## config.mk

```make
export PLATFORM = sky130hd
export DESIGN_NAME = euler_totient_core
export DESIGN_NICKNAME = d
export VERILOG_FILES = /design/src/hw/rtl/etot_pkg.sv /design/src/hw/rtl/etot_div.sv /design/src/hw/rtl/etot_seq.sv /design/src/hw/rtl/euler_totient_core.sv
export SDC_FILE = /design/constraint.sdc
export NUM_CORES = 2
export LEC_CHECK = 0
export BUFFER_PORTS_ARGS = -buffer_cell sky130_fd_sc_hd__buf_4
export CORE_ASPECT_RATIO = 1.25
export CORE_MARGIN = 10
export CORE_UTILIZATION = 41
export DETAILED_ROUTE_END_ITERATION = 12
export HOLD_SLACK_MARGIN = 0.02
export PLACE_DENSITY = 0.58
export SKIP_CTS_REPAIR_TIMING = 1
export SYNTH_ARGS = -nofsm -noshare
export SYNTH_HDL_FRONTEND = slang
export SYNTH_SLANG_ARGS = --single-unit
```

## constraint.sdc

```tcl
create_clock -name i_clk -period 11.8 [get_ports i_clk]
set_input_delay 2.36 -clock i_clk [delete_from_list [all_inputs] [get_ports i_clk]]
set_output_delay 2.36 -clock i_clk [all_outputs]
set_load 0.02 [all_outputs]
```

## src/hw/rtl/etot_pkg.sv

```systemverilog
// euler totient core: shared widths, microcode types and the control store
// no dependencies; used by etot_div, etot_seq and euler_totient_core
package etot_pkg;

    localparam int DATA_WIDTH = 32;
    localparam int TOT_W      = DATA_WIDTH - 1;
    // trial divisors never pass sqrt(2^DATA_WIDTH) + 1
    localparam int P_W        = DATA_WIDTH / 2 + 1;
    localparam int SQ_W       = 2 * P_W;
    localparam int PC_W       = 4;

    typedef enum logic [3:0] {
        OP_NOP,
        OP_LOAD,
        OP_DIV,
        OP_MUL_PM1,
        OP_MUL_P,
        OP_MUL_MM1,
        OP_INC_P,
        OP_CLR,
        OP_OUT
    } t_op;

    typedef enum logic [2:0] {
        C_NONE,
        C_ALWAYS,
        C_NOSTART,
        C_MLE1,
        C_PSQGT,
        C_DIVBUSY,
        C_REMNZ
    } t_cond;

    typedef enum logic [PC_W-1:0] {
        S_IDLE,
        S_CHK,
        S_LOOP,
        S_DIV,
        S_WAIT,
        S_TEST,
        S_FIRST,
        S_DIV2,
        S_WAIT2,
        S_TEST2,
        S_MORE,
        S_NEXTP,
        S_TAIL,
        S_TAILM,
        S_DONE,
        S_ZERO
    } t_step;

    typedef struct packed {
        t_op   op;
        t_cond cond;
        t_step target;
    } t_uword;

    typedef struct packed {
        logic start;
        logic m_le1;
        logic psq_gt;
        logic div_busy;
        logic rem_nz;
    } t_status;

    // control store: one word per step, jump taken when the condition holds
    function automatic t_uword ucode(input t_step s);
        t_uword w;
        unique case (s)
            S_IDLE:  w = '{OP_LOAD,    C_NOSTART, S_IDLE};
            S_CHK:   w = '{OP_NOP,     C_MLE1,    S_ZERO};
            S_LOOP:  w = '{OP_NOP,     C_PSQGT,   S_TAIL};
            S_DIV:   w = '{OP_DIV,     C_NONE,    S_IDLE};
            S_WAIT:  w = '{OP_NOP,     C_DIVBUSY, S_WAIT};
            S_TEST:  w = '{OP_NOP,     C_REMNZ,   S_NEXTP};
            S_FIRST: w = '{OP_MUL_PM1, C_NONE,    S_IDLE};
            S_DIV2:  w = '{OP_DIV,     C_NONE,    S_IDLE};
            S_WAIT2: w = '{OP_NOP,     C_DIVBUSY, S_WAIT2};
            S_TEST2: w = '{OP_NOP,     C_REMNZ,   S_NEXTP};
            S_MORE:  w = '{OP_MUL_P,   C_ALWAYS,  S_DIV2};
            S_NEXTP: w = '{OP_INC_P,   C_ALWAYS,  S_LOOP};
            S_TAIL:  w = '{OP_NOP,     C_MLE1,    S_DONE};
            S_TAILM: w = '{OP_MUL_MM1, C_NONE,    S_IDLE};
            S_DONE:  w = '{OP_OUT,     C_ALWAYS,  S_IDLE};
            S_ZERO:  w = '{OP_CLR,     C_ALWAYS,  S_DONE};
            default: w = '{OP_NOP,     C_ALWAYS,  S_IDLE};
        endcase
        return w;
    endfunction

endpackage

```

## src/hw/rtl/etot_div.sv

```systemverilog
// etot_div: restoring divider, one quotient bit per cycle
// depends on etot_pkg for widths
module etot_div (
    input  logic                           i_clk,
    input  logic                           i_rst_n,
    input  logic                           i_start,
    input  logic [etot_pkg::DATA_WIDTH-1:0] i_dividend,
    input  logic [etot_pkg::P_W-1:0]        i_divisor,
    output logic                           o_busy,
    output logic [etot_pkg::DATA_WIDTH-1:0] o_quot,
    output logic [etot_pkg::P_W-1:0]        o_rem
);

    localparam int CNT_W = $clog2(etot_pkg::DATA_WIDTH + 1);

    logic [CNT_W-1:0]                r_cnt;
    logic [etot_pkg::DATA_WIDTH-1:0] r_quo;
    logic [etot_pkg::P_W-1:0]        r_rem;
    logic [etot_pkg::P_W-1:0]        r_dvs;
    logic [etot_pkg::P_W:0]          rem_sh;
    logic [etot_pkg::P_W:0]          rem_sub;
    logic                            fits;

    always_comb begin
        rem_sh  = {r_rem, r_quo[etot_pkg::DATA_WIDTH-1]};
        rem_sub = rem_sh - {1'b0, r_dvs};
        fits    = rem_sh >= {1'b0, r_dvs};
    end

    always_ff @(posedge i_clk) begin
        if (!i_rst_n) begin
            r_cnt <= '0;
        end else if (i_start) begin
            r_cnt <= CNT_W'(etot_pkg::DATA_WIDTH);
        end else if (r_cnt != '0) begin
            r_cnt <= r_cnt - CNT_W'(1);
        end
    end

    always_ff @(posedge i_clk) begin
        if (i_start) begin
            r_quo <= i_dividend;
            r_rem <= '0;
            r_dvs <= i_divisor;
        end else if (r_cnt != '0) begin
            r_quo <= {r_quo[etot_pkg::DATA_WIDTH-2:0], fits};
            r_rem <= fits ? rem_sub[etot_pkg::P_W-1:0] : rem_sh[etot_pkg::P_W-1:0];
        end
    end

    assign o_busy = r_cnt != '0;
    assign o_quot = r_quo;
    assign o_rem  = r_rem;

endmodule

```

## src/hw/rtl/etot_seq.sv

```systemverilog
// etot_seq: step counter and control store walker with conditional jumps
// depends on etot_pkg for the microcode, step and status types
module etot_seq (
    input  logic              i_clk,
    input  logic              i_rst_n,
    input  etot_pkg::t_status i_status,
    output etot_pkg::t_op     o_op,
    output logic              o_busy
);

    etot_pkg::t_step           r_pc;
    etot_pkg::t_step           n_pc;
    etot_pkg::t_uword          uw;
    logic [etot_pkg::PC_W-1:0] pc_inc;
    logic                      take;

    always_comb begin
        uw     = etot_pkg::ucode(r_pc);
        pc_inc = r_pc + etot_pkg::PC_W'(1);
        unique case (uw.cond)
            etot_pkg::C_NONE:    take = 1'b0;
            etot_pkg::C_ALWAYS:  take = 1'b1;
            etot_pkg::C_NOSTART: take = !i_status.start;
            etot_pkg::C_MLE1:    take = i_status.m_le1;
            etot_pkg::C_PSQGT:   take = i_status.psq_gt;
            etot_pkg::C_DIVBUSY: take = i_status.div_busy;
            etot_pkg::C_REMNZ:   take = i_status.rem_nz;
            default:             take = 1'b1;
        endcase
        n_pc = take ? uw.target : etot_pkg::t_step'(pc_inc);
    end

    always_comb begin
        o_op   = uw.op;
        o_busy = r_pc != etot_pkg::S_IDLE;
    end

    always_ff @(posedge i_clk) begin
        if (!i_rst_n) begin
            r_pc <= etot_pkg::S_IDLE;
        end else begin
            r_pc <= n_pc;
        end
    end

endmodule

```

## src/hw/rtl/euler_totient_core.sv

```systemverilog
// euler_totient_core: top level, trial-division datapath driven by etot_seq
// depends on etot_pkg, etot_div and etot_seq
//
// usage: put a value on i_value and raise start while busy is low; the beat
// is taken at that clock edge and busy rises on the next cycle. the block
// then factors |i_value| by trial division and, when done, shows the totient
// on o_totient for exactly one cycle with o_valid high; busy is already low
// in that cycle, so the next beat can be taken at its closing edge.
// inputs 0, 1 and -1 give 0. one item at a time.
// each trial divisor that fails walks S_LOOP, S_DIV, S_WAIT (held while
// the divider runs), S_TEST and S_NEXTP; each further division by a found
// prime walks S_MORE, S_DIV2, S_WAIT2 and S_TEST2. trial divisors run from
// 2 up to sqrt of the remaining cofactor, so a large prime input is the
// slowest case. the bit-serial divider sets the pace: one quotient bit
// per cycle.
// reset (synchronous, active low) returns the sequencer to idle and drops
// o_valid; an item in flight is lost. the receiver cannot stall: the result
// beat is shown once and must be taken in that cycle.
module euler_totient_core (
    input  logic                           i_clk,
    input  logic                           i_rst_n,
    input  logic                           start,
    output logic                           busy,
    input  logic signed [etot_pkg::DATA_WIDTH-1:0] i_value,
    output logic                           o_valid,
    output logic [etot_pkg::TOT_W-1:0]     o_totient
);

    localparam int DW = etot_pkg::DATA_WIDTH;

    logic [DW-1:0]             r_m;
    logic [etot_pkg::P_W-1:0]  r_p;
    logic [etot_pkg::SQ_W-1:0] r_psq;
    logic [DW-1:0]             r_acc;
    logic [etot_pkg::TOT_W-1:0] r_tot;
    logic                      r_valid;

    logic [DW-1:0]             mag;
    logic [DW-1:0]             mul_opnd;
    logic [2*DW-1:0]           prod;
    logic                      div_start;
    logic                      div_busy;
    logic [DW-1:0]             div_quot;
    logic [etot_pkg::P_W-1:0]  div_rem;
    etot_pkg::t_op             op;
    etot_pkg::t_status         status;

    always_comb begin
        mag = i_value[DW-1] ? (~i_value + DW'(1)) : i_value;
        case (op)
            etot_pkg::OP_MUL_PM1: mul_opnd = DW'(r_p - etot_pkg::P_W'(1));
            etot_pkg::OP_MUL_P:   mul_opnd = DW'(r_p);
            default:              mul_opnd = r_m - DW'(1);
        endcase
        prod      = r_acc * mul_opnd;
        div_start = op == etot_pkg::OP_DIV;

        status.start    = start;
        status.m_le1    = r_m[DW-1:1] == '0;
        status.psq_gt   = r_psq > etot_pkg::SQ_W'(r_m);
        status.div_busy = div_busy;
        status.rem_nz   = div_rem != '0;
    end

    etot_seq u_seq (
        .i_clk    (i_clk),
        .i_rst_n  (i_rst_n),
        .i_status (status),
        .o_op     (op),
        .o_busy   (busy)
    );

    etot_div u_div (
        .i_clk      (i_clk),
        .i_rst_n    (i_rst_n),
        .i_start    (div_start),
        .i_dividend (r_m),
        .i_divisor  (r_p),
        .o_busy     (div_busy),
        .o_quot     (div_quot),
        .o_rem      (div_rem)
    );

    always_ff @(posedge i_clk) begin
        case (op) inside
            etot_pkg::OP_LOAD: begin
                r_m   <= mag;
                r_p   <= etot_pkg::P_W'(2);
                r_psq <= etot_pkg::SQ_W'(4);
                r_acc <= DW'(1);
            end
            etot_pkg::OP_MUL_PM1, etot_pkg::OP_MUL_P: begin
                r_acc <= prod[DW-1:0];
                r_m   <= div_quot;
            end
            etot_pkg::OP_MUL_MM1: begin
                r_acc <= prod[DW-1:0];
            end
            etot_pkg::OP_INC_P: begin
                // (p+1)^2 = p^2 + 2p + 1
                r_p   <= r_p + etot_pkg::P_W'(1);
                r_psq <= r_psq + etot_pkg::SQ_W'({r_p, 1'b1});
            end
            etot_pkg::OP_CLR: begin
                r_acc <= '0;
            end
            etot_pkg::OP_OUT: begin
                r_tot <= r_acc[etot_pkg::TOT_W-1:0];
            end
            default: begin
            end
        endcase
    end

    always_ff @(posedge i_clk) begin
        if (!i_rst_n) begin
            r_valid <= 1'b0;
        end else begin
            r_valid <= op == etot_pkg::OP_OUT;
        end
    end

    assign o_valid   = r_valid;
    assign o_totient = r_tot;

`ifndef SYNTH
    a_valid_idle: assert property (@(posedge i_clk) disable iff (!i_rst_n)
        o_valid |-> !busy)
        else $error("result beat while still busy");

    a_accept_busy: assert property (@(posedge i_clk) disable iff (!i_rst_n)
        (start && !busy) |=> busy)
        else $error("accepted beat did not start work");

    a_div_in_work: assert property (@(posedge i_clk) disable iff (!i_rst_n)
        div_busy |-> busy)
        else $error("divider running while sequencer idle");

    a_valid_single: assert property (@(posedge i_clk) disable iff (!i_rst_n)
        o_valid |=> !o_valid)
        else $error("result beat repeated");
`endif

endmodule
```

==> flow_summary_export.csv <==
group,metric,value,unit
worst_setup_path,criticalPathCategory,"register to register",
final_layout,antennaDiodeCount,0,
logic_synthesis,synth.distinct_cells,84,
logic_synthesis,yosysWarnings,0,
logic_synthesis,synth_fa_ha_area_frac,0.357,
die,initial_utilization,0.415,
die,die_h,314,µm
final_layout,layout-drive-gt1-share,0.0646,
detailed_routing,drc,0,
logic_synthesis,ys.flop_type,"dfxtp_1",
worst_setup_path,rrSetupSlack,1830,ps
logic_synthesis,synth_top_family_by_area,"adder cells",
worst_setup_path,crit_arrival,10460,ps
clock_tree,cts_buffer_depth,3,
worst_setup_path,crit_top_cell,"fa_1",
clock_tree,root_buffer,"clkbuf_16",
clock_tree,htree_num_levels,1,
clock_tree,numCtsBuffers,29,
placement,finalWeightedCongestion,0.900,
sta,rsz0062_at_grt,"false",
detailed_routing,via_count,21800,
sta,tightest_slew,1180,ps
final_layout,multi_input_area,19900,µm²
global_route,gr-total-overflow,0,
worst_setup_path,cpPeakStageDelay,1030,ps
worst_setup_path,crit_path_start_kind,"register",
clock_tree,tritoncts,"built",
worst_setup_path,cp_slowest_cell,"o221ai_2",
die,pin_count,68,
logic_synthesis,synth_top_area_share,0.269,
sta,setup_tns,0,ps
die,die_x,255,µm
worst_setup_path,required,12290,ps
final_layout,syn2layout_area_growth,8.88,%
global_route,grt_pass1_wl,128000,µm
die,rows,107,
final_layout,n_fill_cell,6707,
logic_synthesis,synth-seq-cells,233,
placement,port_buffers,67,
sta,period_needed,9970,ps
logic_synthesis,synth_xor_xnor_area_share,0.0518,
global_route,track_usage,0.199,
final_layout,seq_area,5790,µm²
logic_synthesis,synth.most_common_cell,"inv_1",
logic_synthesis,synth_edf_count,112,
sta,setup_violations,0,
clock_tree,path_clk_slew,70,ps
placement,post-dp-hpwl,62600,µm
clock_tree,insertion_delay,610,ps
logic_synthesis,synth-async-reset-ratio,0,
detailed_routing,drt_first_pass_iters,6,
global_route,grt_max_degree,83,
logic_synthesis,synthesis.nets,3845,
sta,hold_viol_final,0,
detailed_routing,drtIter0Drc,1381,
global_route,grt_pass1_vias,22700,
logic_synthesis,synth.area.mux_share,0.0104,
sta,fmax,0.100,GHz
global_route,antenna_found_initial,0,
logic_synthesis,ys_seq_area_frac,0.204,
logic_synthesis,syn_area,28400,µm²
logic_synthesis,synth-simple-area-share,0.180,
hold_path,hold_class,"register to register",
detailed_routing,antenna_left,0,
sta,period_share,0.845,
clock_tree,clock_sinks,233,
worst_setup_path,worstSetupEndpointType,"register",
final_layout,fin_nets,3846,
logic_synthesis,yosys-top-cells-count,"582 x inv_1, 455 x nand2_1, 382 x fa_1",
sta,slew_violations,0,
detailed_routing,routedWlPerCell,19.2,µm
logic_synthesis,synthTopCellsByArea,"fa_1 27%, edfxtp_1 12%, ha_1 8.8%",
die,coreArea,68400,µm²
logic_synthesis,syn_inst,3229,
die,die_area,80300,µm²
outcome,outcome,"finished clean",
sta,skew,26.4,ps
sta,slew_headroom,0.212,
worst_setup_path,cp_max_fo,18,
logic_synthesis,yosysTopAreaCell,"fa_1",
detailed_routing,wirelength,80100,µm
job,drv_cap,0,
detailed_routing,vias_per_cell,5.22,
logic_synthesis,synth_area_per_cell,8.80,µm²
logic_synthesis,synth-compound-area-share,0.100,
==> layout by cell type (no fill, tap or decap), types with 68 or more instances in the layout <==
cell type | synthesis | layout
inv_1 | 582 | 582
nand2_1 | 455 | 454
fa_1 | 382 | 382
ha_1 | 199 | 199
o21ai_0 | 149 | 149
nor2_1 | 143 | 142
and2_1 | 133 | 133
dfxtp_1 | 121 | 121
buf_4 | 1 | 118
edfxtp_1 | 112 | 112
a21oi_1 | 96 | 94
xnor2_1 | 87 | 87
nor2b_1 | 68 | 68
==> metrics by stage <==
step | setup WS (ps) | instances | hold WS (ps) | area, µm² | util
after floorplan | 2740 | 3229 | 406 | 28400 | -
after global placement | 1970 | 4125 | 434 | 30000 | 0.438
after detailed placement | 1890 | 4125 | 422 | 30000 | 0.438
after CTS | 1860 | 4179 | 447 | 30900 | 0.452
after global routing | 1290 | 4179 | 476 | 30900 | 0.452
final | 1830 | 4179 | 450 | 30900 | 0.452
==> area by class of cell <==
| cell class | instances | area share |
|---|---|---|
| inverters | 583 | 0.0707 |
| flip-flops and latches | 233 | 0.187 |
| well taps | 926 | 0.0375 |
| clock inverters | 21 | 0.00671 |
| clock buffers | 33 | 0.0246 |
| multi-input cells | 2264 | 0.644 |
| repair buffers | 119 | 0.0293 |
==> metal layers <==
metal / vias up / GRT usage / routed length [µm] / share of wire
met5: - / 0 / 0 / 0
met4: 0 / 0.0791 / 3310 / 0.041
met3: 143 / 0.0196 / 3270 / 0.041
met2: 549 / 0.346 / 38600 / 0.48
met1: 10800 / 0.252 / 34800 / 0.44
li1: 10400 / - / - / -
==> sequential cells by signal, indices dropped and copies added, names as in the netlist, 6 cells and up <==
signal	count
o_totient	31
u_div.r_dvs	17
u_div.r_cnt	6
r_p	17
r_m	32
u_div.o_rem	17
r_psq	34
r_acc	31
u_seq.uw	11
u_div.o_quot	32
==> worst paths after layout <==
kind | start | endpoint | cells after the start
setup / recovery | u_seq.uw[10] | r_acc[30] | 30
hold / removal | r_acc[9] | o_totient[9] | 0
setup reg to reg | u_seq.uw[10] | r_acc[30] | 30
hold reg to reg | r_acc[9] | o_totient[9] | 0
==> cell families after synthesis <==
| logic type | Yosys count |
|---|---|
| buf+inv | 732 |
| compound gates | 453 |
| xor+xnor | 157 |
| mux | 29 |
| fa+ha+maj | 581 |
| flops | 233 |
| simple gates | 1044 |
==> worst max-delay path: cells and delay by family (launching register included) <==
family          cells  cell delay [ps]
compound gates      2             1270
xor+xnor           11             2180
fa+ha+maj           8             3900
buf+inv             6              630
flops               1              610
simple gates        3             1230
Power is not shown: default switching activity piles up to over one toggle a cycle in this logic, so the estimate is an artifact.
